===== config.mk =====
export PLATFORM = sky130hd
export DESIGN_NAME = sensor_packet_frame_checker_core
export DESIGN_NICKNAME = d
export VERILOG_FILES = /design/src/hdl/spfc_pkg.sv /design/src/hdl/sensor_packet_frame_checker_core.sv
export VERILOG_INCLUDE_DIRS = /design/src /design/src/hdl
export SDC_FILE = /design/constraint.sdc
export NUM_CORES = 1
export LEC_CHECK = 0
export BUFFER_PORTS_ARGS = -buffer_cell sky130_fd_sc_hd__buf_2
export CORE_MARGIN = 1
export CORE_UTILIZATION = 50
export CTS_CLUSTER_DIAMETER = 60
export DETAILED_ROUTE_END_ITERATION = 6
export GPL_TIMING_DRIVEN = 0
export HOLD_SLACK_MARGIN = 0.06
export PLACE_DENSITY = 0.68
export REMOVE_ABC_BUFFERS = 1
export SYNTH_ARGS = -nofsm -noshare
export SYNTH_HDL_FRONTEND = slang
export SYNTH_SLANG_ARGS = --single-unit

===== constraint.sdc =====
create_clock -name clk -period 5.6 [get_ports clk]
set_clock_uncertainty 0.2 [all_clocks]
set_input_delay 0.84 -clock clk [delete_from_list [all_inputs] [get_ports clk]]
set_output_delay 0.84 -clock clk [all_outputs]
set_load 0.005 [all_outputs]

===== src/hdl/sensor_packet_frame_checker_core_defines.svh =====
// ----------------------------------------------------------------------------
// Sensor packet frame checker - assertion macros
// Concurrent check helpers for the frame checker; empty under synthesis.
// ----------------------------------------------------------------------------
`ifndef SENSOR_PACKET_FRAME_CHECKER_CORE_DEFINES_SVH
`define SENSOR_PACKET_FRAME_CHECKER_CORE_DEFINES_SVH

`ifndef SYNTHESIS
// Check that cons holds whenever ante holds, in the same cycle
`define SPFC_ASSERT_NOW(lbl, ante, cons) \
	lbl: assert property (@(posedge clk) disable iff (!arst_n) (ante) |-> (cons)) \
		else $error("frame checker assertion failed");
// Check that cons holds in the cycle after ante
`define SPFC_ASSERT_NEXT(lbl, ante, cons) \
	lbl: assert property (@(posedge clk) disable iff (!arst_n) (ante) |=> (cons)) \
		else $error("frame checker assertion failed");
`else
`define SPFC_ASSERT_NOW(lbl, ante, cons)
`define SPFC_ASSERT_NEXT(lbl, ante, cons)
`endif

`endif


===== src/hdl/spfc_pkg.sv =====
// ----------------------------------------------------------------------------
// Sensor packet frame checker - package
// Status codes, register indexes, field widths and the result beat type.
// ----------------------------------------------------------------------------
package spfc_pkg;

	// Largest frame length field accepted regardless of the length registers
	localparam int unsigned MAX_FRAME_LENGTH = 512;

	localparam int unsigned CFG_ADDR_W = 3;
	localparam int unsigned CFG_DATA_W = 16;
	localparam int unsigned IN_DATA_W  = 8;
	localparam int unsigned OUT_DATA_W = 40;

	// Configuration register indexes
	localparam logic [CFG_ADDR_W-1:0] REG_HEADER_WORD = 3'd0;
	localparam logic [CFG_ADDR_W-1:0] REG_ACK_FLAG    = 3'd1;
	localparam logic [CFG_ADDR_W-1:0] REG_DATA_FLAG   = 3'd2;
	localparam logic [CFG_ADDR_W-1:0] REG_END_FLAG    = 3'd3;
	localparam logic [CFG_ADDR_W-1:0] REG_EXPECT_DATA = 3'd4;
	localparam logic [CFG_ADDR_W-1:0] REG_MIN_LENGTH  = 3'd5;
	localparam logic [CFG_ADDR_W-1:0] REG_MAX_LENGTH  = 3'd6;

	// Frame status codes
	localparam logic [2:0] ST_OK        = 3'd0;
	localparam logic [2:0] ST_BAD_HDR   = 3'd1;
	localparam logic [2:0] ST_BAD_FLAG  = 3'd2;
	localparam logic [2:0] ST_BAD_LEN   = 3'd3;
	localparam logic [2:0] ST_BAD_CKSUM = 3'd4;

	// Result kinds
	localparam logic KIND_PAYLOAD = 1'b0;
	localparam logic KIND_STATUS  = 1'b1;

	// One result beat
	typedef struct packed {
		logic       kind;
		logic [7:0] payload_value;
		logic [8:0] payload_index;
		logic [2:0] frame_status;
		logic [7:0] packet_flag;
		logic [8:0] data_count;
		logic       last;
	} spfc_result_t;

endpackage


===== src/hdl/sensor_packet_frame_checker_core.sv =====
// Deframes fingerprint-module serial packets one byte per beat: one byte is
// accepted every clock cycle while s_tready is high, and the byte's result
// (a payload byte or the closing frame status) is registered into the output
// register, or into the skid register under back-pressure. The whole per-byte
// step is one pass of compare and 16-bit add logic between the frame state
// registers and the output register; a two-entry output stage (output
// register plus skid register) takes one more result under output
// back-pressure, and s_tready drops only once that skid register is occupied.
// ----------------------------------------------------------------------------
// Sensor packet frame checker - top level
// Header, flag, length and checksum checks with payload byte streaming.
// ----------------------------------------------------------------------------
`include "sensor_packet_frame_checker_core_defines.svh"

module sensor_packet_frame_checker_core (
	input  logic                              clk,
	input  logic                              arst_n,
	// configuration write port
	input  logic                              cfg_we,
	input  logic [spfc_pkg::CFG_ADDR_W-1:0]   cfg_addr,
	input  logic [spfc_pkg::CFG_DATA_W-1:0]   cfg_wdata,
	// received bytes
	input  logic                              s_tvalid,
	output logic                              s_tready,
	input  logic [spfc_pkg::IN_DATA_W-1:0]    s_tdata,  // [7:0] rx_data
	input  logic                              s_tuser,  // restart
	// results
	output logic                              m_tvalid,
	input  logic                              m_tready,
	// [7:0] payload_value, [16:8] payload_index, [19:17] frame_status,
	// [27:20] packet_flag, [36:28] data_count, [39:37] zero
	output logic [spfc_pkg::OUT_DATA_W-1:0]   m_tdata,
	output logic                              m_tuser,  // kind
	output logic                              m_tlast   // last
);
	import spfc_pkg::*;

	// Frame phases
	localparam logic [3:0] PH_HDR_HI = 4'd0;
	localparam logic [3:0] PH_HDR_LO = 4'd1;
	localparam logic [3:0] PH_ADDR   = 4'd2;
	localparam logic [3:0] PH_FLAG   = 4'd3;
	localparam logic [3:0] PH_LEN_HI = 4'd4;
	localparam logic [3:0] PH_LEN_LO = 4'd5;
	localparam logic [3:0] PH_DATA   = 4'd6;
	localparam logic [3:0] PH_CK_HI  = 4'd7;
	localparam logic [3:0] PH_CK_LO  = 4'd8;

	localparam logic [15:0] MAX_LEN_W = 16'(MAX_FRAME_LENGTH);
	localparam logic [9:0]  ADDR_BYTES = 10'd4;

	// Configuration registers
	logic [15:0] header_word_q;
	logic [7:0]  ack_flag_q;
	logic [7:0]  data_flag_q;
	logic [7:0]  end_flag_q;
	logic        expect_data_q;
	logic [9:0]  min_length_q;
	logic [9:0]  max_length_q;

	// Frame state
	logic [3:0]  phase_q, phase_d;
	logic [9:0]  cnt_q, cnt_d;
	logic [15:0] sum_q, sum_d;
	logic [7:0]  flag_q, flag_d;
	logic [9:0]  len_q, len_d;
	logic [7:0]  hold_q, hold_d;

	// Output stage
	spfc_result_t main_q, skid_q, res;
	logic         skid_valid_q;
	logic         res_valid;

	logic        accept;
	logic [7:0]  b;
	logic [15:0] word;
	logic [9:0]  cnt_inc;
	logic [9:0]  len_m2;
	logic        flag_ok;
	logic        len_bad;
	logic        take_main;

	assign accept  = s_tvalid && s_tready;
	assign b       = s_tdata[7:0];
	assign word    = {hold_q, b};
	assign cnt_inc = cnt_q + 10'd1;
	assign len_m2  = len_q - 10'd2;
	assign flag_ok = expect_data_q ? ((b == data_flag_q) || (b == end_flag_q))
	                               : (b == ack_flag_q);
	assign len_bad = (word < 16'd2) || (word < {6'd0, min_length_q}) ||
	                 (word > {6'd0, max_length_q}) || (word > MAX_LEN_W);

	// Write configuration registers
	always_ff @(posedge clk or negedge arst_n) begin
		if (!arst_n) begin
			header_word_q <= 16'hEF01;
			ack_flag_q    <= 8'd7;
			data_flag_q   <= 8'd2;
			end_flag_q    <= 8'd8;
			expect_data_q <= 1'b0;
			min_length_q  <= 10'd3;
			max_length_q  <= 10'd256;
		end else if (cfg_we) begin
			unique case (cfg_addr)
				REG_HEADER_WORD: header_word_q <= cfg_wdata;
				REG_ACK_FLAG:    ack_flag_q    <= cfg_wdata[7:0];
				REG_DATA_FLAG:   data_flag_q   <= cfg_wdata[7:0];
				REG_END_FLAG:    end_flag_q    <= cfg_wdata[7:0];
				REG_EXPECT_DATA: expect_data_q <= cfg_wdata[0];
				REG_MIN_LENGTH:  min_length_q  <= cfg_wdata[9:0];
				REG_MAX_LENGTH:  max_length_q  <= cfg_wdata[9:0];
				default: ;
			endcase
		end
	end

	// Step the frame state for one byte and form its result
	always_comb begin
		phase_d   = phase_q;
		cnt_d     = cnt_q;
		sum_d     = sum_q;
		flag_d    = flag_q;
		len_d     = len_q;
		hold_d    = hold_q;
		res_valid = 1'b0;
		res       = '0;
		res.kind  = KIND_STATUS;
		res.last  = 1'b1;

		if (s_tuser) begin
			// drop the partial frame without a result
			phase_d = PH_HDR_HI;
			cnt_d   = '0;
			sum_d   = '0;
		end else begin
			unique case (phase_q)
				PH_HDR_HI: begin
					hold_d  = b;
					phase_d = PH_HDR_LO;
				end
				PH_HDR_LO: begin
					cnt_d = '0;
					if (word != header_word_q) begin
						res_valid        = 1'b1;
						res.frame_status = ST_BAD_HDR;
						phase_d          = PH_HDR_HI;
						sum_d            = '0;
					end else begin
						phase_d = PH_ADDR;
					end
				end
				PH_ADDR: begin
					// skip the four address bytes
					if (cnt_inc >= ADDR_BYTES) begin
						cnt_d   = '0;
						phase_d = PH_FLAG;
					end else begin
						cnt_d = cnt_inc;
					end
				end
				PH_FLAG: begin
					flag_d = b;
					if (!flag_ok) begin
						res_valid        = 1'b1;
						res.frame_status = ST_BAD_FLAG;
						res.packet_flag  = b;
						phase_d          = PH_HDR_HI;
						cnt_d            = '0;
						sum_d            = '0;
					end else begin
						sum_d   = {8'd0, b};
						phase_d = PH_LEN_HI;
					end
				end
				PH_LEN_HI: begin
					hold_d  = b;
					sum_d   = sum_q + {8'd0, b};
					phase_d = PH_LEN_LO;
				end
				PH_LEN_LO: begin
					len_d = word[9:0];
					cnt_d = '0;
					if (len_bad) begin
						res_valid        = 1'b1;
						res.frame_status = ST_BAD_LEN;
						res.packet_flag  = flag_q;
						phase_d          = PH_HDR_HI;
						sum_d            = '0;
					end else begin
						sum_d   = sum_q + {8'd0, b};
						phase_d = (word == 16'd2) ? PH_CK_HI : PH_DATA;
					end
				end
				PH_DATA: begin
					// pass the payload byte through
					res_valid         = 1'b1;
					res.kind          = KIND_PAYLOAD;
					res.last          = 1'b0;
					res.payload_value = b;
					res.payload_index = cnt_q[8:0];
					res.packet_flag   = flag_q;
					sum_d             = sum_q + {8'd0, b};
					cnt_d             = cnt_inc;
					if (cnt_inc >= len_m2)
						phase_d = PH_CK_HI;
				end
				PH_CK_HI: begin
					hold_d  = b;
					phase_d = PH_CK_LO;
				end
				PH_CK_LO: begin
					res_valid        = 1'b1;
					res.frame_status = (word == sum_q) ? ST_OK : ST_BAD_CKSUM;
					res.packet_flag  = flag_q;
					res.data_count   = len_m2[8:0];
					phase_d          = PH_HDR_HI;
					cnt_d            = '0;
					sum_d            = '0;
				end
				default: begin
					// unused phase codes resynchronize on this byte
					hold_d  = b;
					phase_d = PH_HDR_LO;
					cnt_d   = '0;
					sum_d   = '0;
				end
			endcase
		end
	end

	// Advance the frame state on each accepted beat
	always_ff @(posedge clk or negedge arst_n) begin
		if (!arst_n) begin
			phase_q <= PH_HDR_HI;
			cnt_q   <= '0;
			sum_q   <= '0;
			flag_q  <= '0;
			len_q   <= '0;
			hold_q  <= '0;
		end else if (accept) begin
			phase_q <= phase_d;
			cnt_q   <= cnt_d;
			sum_q   <= sum_d;
			flag_q  <= flag_d;
			len_q   <= len_d;
			hold_q  <= hold_d;
		end
	end

	// New result goes to the output register when it is free or draining
	assign take_main = !m_tvalid || (m_tready && !skid_valid_q);
	assign s_tready  = !skid_valid_q;

	// Track output and skid occupancy
	always_ff @(posedge clk or negedge arst_n) begin
		if (!arst_n) begin
			m_tvalid     <= 1'b0;
			skid_valid_q <= 1'b0;
		end else if (accept && res_valid) begin
			// land the new result in the output register or park it in the skid
			if (take_main)
				m_tvalid <= 1'b1;
			else
				skid_valid_q <= 1'b1;
		end else if (m_tvalid && m_tready) begin
			m_tvalid     <= skid_valid_q;
			skid_valid_q <= 1'b0;
		end
	end

	// Hold result payloads
	always_ff @(posedge clk) begin
		if (m_tvalid && m_tready && skid_valid_q)
			main_q <= skid_q;
		if (accept && res_valid) begin
			if (take_main)
				main_q <= res;
			else
				skid_q <= res;
		end
	end

	assign m_tdata = {3'd0, main_q.data_count, main_q.packet_flag, main_q.frame_status,
	                  main_q.payload_index, main_q.payload_value};
	assign m_tuser = main_q.kind;
	assign m_tlast = main_q.last;

	// Checks
	`SPFC_ASSERT_NOW(a_skid_behind_main, skid_valid_q, m_tvalid)
	`SPFC_ASSERT_NEXT(a_restart_hunts, accept && s_tuser, phase_q == PH_HDR_HI)
	`SPFC_ASSERT_NOW(a_data_len_sane, phase_q == PH_DATA, (len_q > 10'd2) && (cnt_q < len_m2))
	`SPFC_ASSERT_NOW(a_kind_matches_last, m_tvalid, m_tuser == m_tlast)

endmodule


Yosys cells after proc, flatten, opt, wreduce, memory -nomap -nowiden
Cells that the tools add are included.

Word-level logic and storage cells: 147. Bits in registers: 197. Bits of input ports: 33. Output and inout port bits: 44.

Add/subtract/negate cells: 3. Reduce and logical (&&, ||, !) cells: 36. Muxes and demuxes: 42. Order comparisons: 6. Bitwise gates (word level): 3. Equal/unequal tests: 28.

Operators with widths (number): $mux W39 (4); $pmux W16 S5 (1); $mux W10 (5); $mux W16 (3); $pmux W10 S4 (1); $pmux W4 S8 (1); $eq A8 B8 Y1 (3); $pmux W8 S3 (1); $reduce_and A2 Y1 (10); $mux W18 (1); $reduce_and A3 Y1 (6); $add A16 B8 Y16 (1); $eq A16 B16 Y1 (1); $eq A16 B2 Y1 const B (1); $eq A4 B3 Y1 const B (4); $gt A16 B10 Y1 (1); $gt A16 B10 Y1 const B (1); $lt A16 B10 Y1 (1); $lt A16 B2 Y1 const B (1); $ne A16 B16 Y1 (1); $mux W1 (14); $mux W4 (3); $ne A3 B3 Y1 const B (4); $pmux W3 S4 (1); 27 further kinds (48).

Longest topological paths before layout
Word-level depth: 10. Depth in mapped cells: 12. Depth with buffers taken out: 12.

Worst setup path before layout
No wires, ideal clock.

Path type: in2reg. Start point: input s_tdata[0] (netlist name). End point: register skid_q[10] (netlist name) (enable). Path slack: 1.179 ns. Buffers on the path: 1. Required time: 4.967 ns. Setup time: 0.433 ns. Arrival time: 3.787 ns. Stages: 10. Cell sequence: buf_2 > inv_1 > ha_1 > nor2b_1 > o211ai_1 > a21oi_1 > o31a_1 > o211ai_2 > a21o_1 > nor2_1.

Word-level cells in the longest chain between the ends: 9. Elaborated cells on any way between the ends: 20. Those cells by class: order compare (4); eq/ne (4); mux (6); reduce/logical (6).

Ends and longest elaborated chain: start: declaration (RTL line sensor_packet_frame_checker_core.sv:25) `input logic [spfc_pkg::IN_DATA_W-1:0] s_tdata,`; $lt A16 B2 Y1 / $lt A16 B10 Y1 (equally long branches) (RTL line sensor_packet_frame_checker_core.sv:90) `assign len_bad = (word < 16'd2) || (word < {6'd0, min_length_q}) ||`; $logic_or A1 B1 Y1 (2 in a row) (RTL line sensor_packet_frame_checker_core.sv:90); $logic_or A1 B1 Y1 (RTL line sensor_packet_frame_checker_core.sv:91) `(word > {6'd0, max_length_q}) || (word > MAX_LEN_W);`; $mux W1 (RTL line sensor_packet_frame_checker_core.sv:183) `if (len_bad) begin`; $pmux W1 S4 (*) (RTL line sensor_packet_frame_checker_core.sv:136) `unique case (phase_q)`; $mux W1 (*) (RTL line sensor_packet_frame_checker_core.sv:130) `if (s_tuser) begin`; $logic_and A1 B1 Y1 (*) (RTL line sensor_packet_frame_checker_core.sv:275) `if (accept && res_valid) begin`; $reduce_and A2 Y1 (no line) (*); end signal: assignment (RTL line sensor_packet_frame_checker_core.sv:279) `skid_q <= res;`; end: declaration (RTL line sensor_packet_frame_checker_core.sv:70) `spfc_result_t main_q, skid_q, res;`.

Mark *: on every way between the ends. The rest lies on a longest branch, timed or not. A chain may end at the register's enable or synchronous reset.

Worst setup path in the final report
Start point: input s_tdata[0] (netlist name). End point: register sum_q[4].

Word-level cells in the longest chain between the ends: 7. Elaborated cells on any way between the ends: 20. Those cells by class: add/sub (1); order compare (4); eq/ne (5); mux (5); reduce/logical (5).

Ends and longest elaborated chain: $lt A16 B2 Y1 / $lt A16 B10 Y1 (equally long branches) (RTL line sensor_packet_frame_checker_core.sv:90); $logic_or A1 B1 Y1 (2 in a row) (RTL line sensor_packet_frame_checker_core.sv:90); $logic_or A1 B1 Y1 (RTL line sensor_packet_frame_checker_core.sv:91); $mux W16 (RTL line sensor_packet_frame_checker_core.sv:183); $pmux W16 S5 (RTL line sensor_packet_frame_checker_core.sv:136); $mux W16 (RTL line sensor_packet_frame_checker_core.sv:130); end signal: assignment (RTL line sensor_packet_frame_checker_core.sv:243) `sum_q <= sum_d;`; end: declaration (RTL line sensor_packet_frame_checker_core.sv:64) `logic [15:0] sum_q, sum_d;`.

Several ways; a longest one is shown, not always the timed one.

==> flow_summary.json <==
{
  "run_status": "finished clean",
  "min_path_type": "primary input to asynchronous set/reset pin",
  "ys.flop_type": "dfrtp_1",
  "top_layer": "met4",
  "yosysMostFrequentCell": "mux2_2",
  "post_drt_wl_per_cell_um": 17.85,
  "critPathKind": "primary input to flip-flop",
  "die_y_um": 145.9,
  "setup_tns_ps": 0,
  "start_kind": "primary input",
  "final_max_slew_viol_count": 0,
  "fp.dieArea_mm2": 0.02127,
  "grt_usage_pct": 22.47,
  "port_buffers": 73,
  "fin_crit_ps": 3978,
  "pre_cts_ws_ps": 1260,
  "syn_area_mm2": 0.01035,
  "final_nets": 1062,
  "grt_overflow": 0,
  "htree_levels": 4,
  "relSlewSlack_pct": 14.45,
  "cts.sinks": 196,
  "drt_iter0_drc": 444,
  "cp_top_family": "compound AO/OA/AOI/OAI gates",
  "path_cells": "buf_2, inv_1, ha_1, nand4_1, o32a_1, o31a_1, o31ai_2, nand2_1, o31ai_1",
  "required_ps": 5740,
  "cts_tree": "done",
  "setup_ws_ps": 1622,
  "synth_top_area_share_pct": 24.91,
  "dpl.hpwl_um": 15470,
  "synth.cells.most_frequent": "141 x mux2_2, 103 x dfrtp_1, 61 x nand2_1, 45 x inv_1, 45 x nor2_1",
  "cts_resized": 0,
  "critPathCaptureType": "flip-flop",
  "synth-async-reset-ratio_pct": 60.71,
  "tightest_slew_ps": 1283,
  "ant_nets": 0,
  "grt_max_degree": 84,
  "gp_congestion": 0.8935,
  "drt-met1-wl_um": 10840,
  "max_freq_ghz": 0.2514,
  "ys_ff_latch": 196,
  "ys_warn_count": 0,
  "worstSkewPairLatency_ps": 440,
  "finalWirelength_um": 22690,
  "grt_pass1_vias": 7019,
  "diodes": 0,
  "wl_met2_um": 10570,
  "met3_length_um": 930,
  "synth.area.top_cells": "dfrtp_1 25%, mux2_2 15%, edfxtp_1 11%",
  "grt_setup_unrepaired": "false",
  "ir_drop_v": 0.0002638,
  "setup-violations-final": 0,
  "ys_seq_area_share_pct": 47.55,
  "drive_above_1_share_pct": 29.37,
  "firstDrtPassIters": 5,
  "antenna_found_initial": 0,
  "start_util_pct": 51.14,
  "core_area_mm2": 0.02023,
  "num_io_pins": 77,
  "fp.dieW_um": 145.9,
  "synth-edff-count": 38,
  "clk_pin_slew_ps": 70,
  "avgSynthCellArea_um2": 11.15,
  "worstPathBufferInverterCount": 2,
  "cpMaxStageDelayCell": "o31ai_2",
  "cts_setup_buffers": 0,
  "row_count": 52,
  "period_share_pct": 71.04,
  "cp_max_fo": 13,
  "ctsHoldBuffers": 0,
  "yosys.cell_types.count": 65,
  "cts_inserted_buffers": 17,
  "syn-instance-count": 928,
  "p_leak_nw": 5.155,
  "worstPathArrival_ps": 4120,
  "syn2layout_area_growth_pct": 12.55,
  "grt_pass1_wl_um": 37330,
  "vias": 7176,
  "clockRootBuffer": "clkbuf_16",
  "cts_buffer_depth": 2,
  "maxCapViolCount": 0,
  "powerDensity_mw_per_mm2": 318.1,
  "finalHoldViolCount": 0,
  "drc": 0,
  "yosysTopAreaCell": "dfrtp_1",
  "avgViaCountPerCell": 5.646,
  "max_stage_delay_ps": 900
}
[layout make-up]
class,count,area (µm²)
tap,270,337.8
timing repair buffer,82,528.0
fill,1745,8588
sequential,196,4920
clock buffer,19,442.9
inverter,46,172.7
multi-input combinational,645,5096
clock inverter,13,148.9
[worst paths after layout]
path | cells past startpoint | endpoint | start | slack (ps)
setup / recovery | 9 | sum_q[4]$_DFFE_PN0P_ | s_tdata[0] | 1620
hold / removal | 1 | sum_q[4]$_DFFE_PN0P_ | arst_n | 90
setup reg to reg | 7 | sum_q[4]$_DFFE_PN0P_ | hold_q[2]$_DFFE_PN0P_ | 1800
hold reg to reg | 2 | flag_q[7]$_DFFE_PN0P_ | flag_q[7]$_DFFE_PN0P_ | 280
max in group asynchronous | 2 | max_length_q[8]$_DFFE_PN1P_ | arst_n | 4340
min in group clk | 2 | flag_q[7]$_DFFE_PN0P_ | flag_q[7]$_DFFE_PN0P_ | 280
[stage by stage]
stage               instances  hold WS [ps]  cell area (µm²)  power, mW  utilization (%)
floorplan                 887         242.2            10150      2.239                -
global placement         1230         257.2            10850      2.443            53.62
detailed placement       1238         263.2            11050      2.481            54.61
CTS                      1270         94.57            11640      3.736            57.53
global route             1271         106.7            11650      3.885            57.56
finish                   1271         93.32            11650      3.705            57.56
[kinds of logic (layout without fill, tap and decap cells)]
logic type,Yosys count,after routing,share of synthesized area (%)
compound gates,142,142,9.227
xor+xnor,68,68,5.756
fa+ha+maj,41,41,5.030
buf+inv,89,160,3.688
flops,196,196,47.55
mux,158,158,17.38
other cells,1,3,0.03624
simple gates,233,233,11.34
[routing by layer]
metal / vias up / GRT usage [%]
met5: - / 0
met3: 28 / 4.389
met2: 153 / 36.00
li1: 3467 / -
met1: 3528 / 31.07
met4: 0 / 6.158
[report_power, final]
| group | switching [mW] | internal (mW) |
|---|---|---|
| sequential | 0.143 | 1.63 |
| clock | 0.569 | 0.680 |
| combinational | 0.334 | 0.351 |
[cells in the final DEF, fill, tap and decap left out, types with 4 or more instances in the layout]
master,instances
and2_1,15
mux2_4,8
buf_6,4
and3_1,4
nand4_1,19
clkbuf_16,17
a31oi_1,8
nor2b_1,16
edfxtp_1,38
dfxtp_1,39
nand2_1,61
a21oi_1,18
inv_1,45
xnor2_1,41
a22oi_1,8
xor2_1,27
buf_16,4
a22o_1,8
nor2_1,44
o21a_1,5
a21o_1,11
o31ai_1,12
o211ai_1,6
nor3_1,20
nand2b_1,5
nand3_1,13
o21ai_0,38
mux2i_1,9
dfstp_2,16
mux2_2,141
ha_1,40
nor4_1,13
dfrtp_1,103
buf_2,73
a211oi_1,5
[worst register-to-register path: stages (launching register included)]
cell and delay, ps:
dfrtp_1 450, or4_1 560, nor3_2 240, o211ai_1 190, or2_4 280, o31ai_2 920, nand2_1 500, o31ai_1 360
[state kept, by name (all words and copies together) (netlist names), 10 cells and up]
name / flops
skid_q: 38
min_length_q: 10
m_tdata: 37
len_q: 10
cnt_q: 10
sum_q: 16
max_length_q: 10
header_word_q: 16
Note: power is estimated with default switching activity, not from simulation.
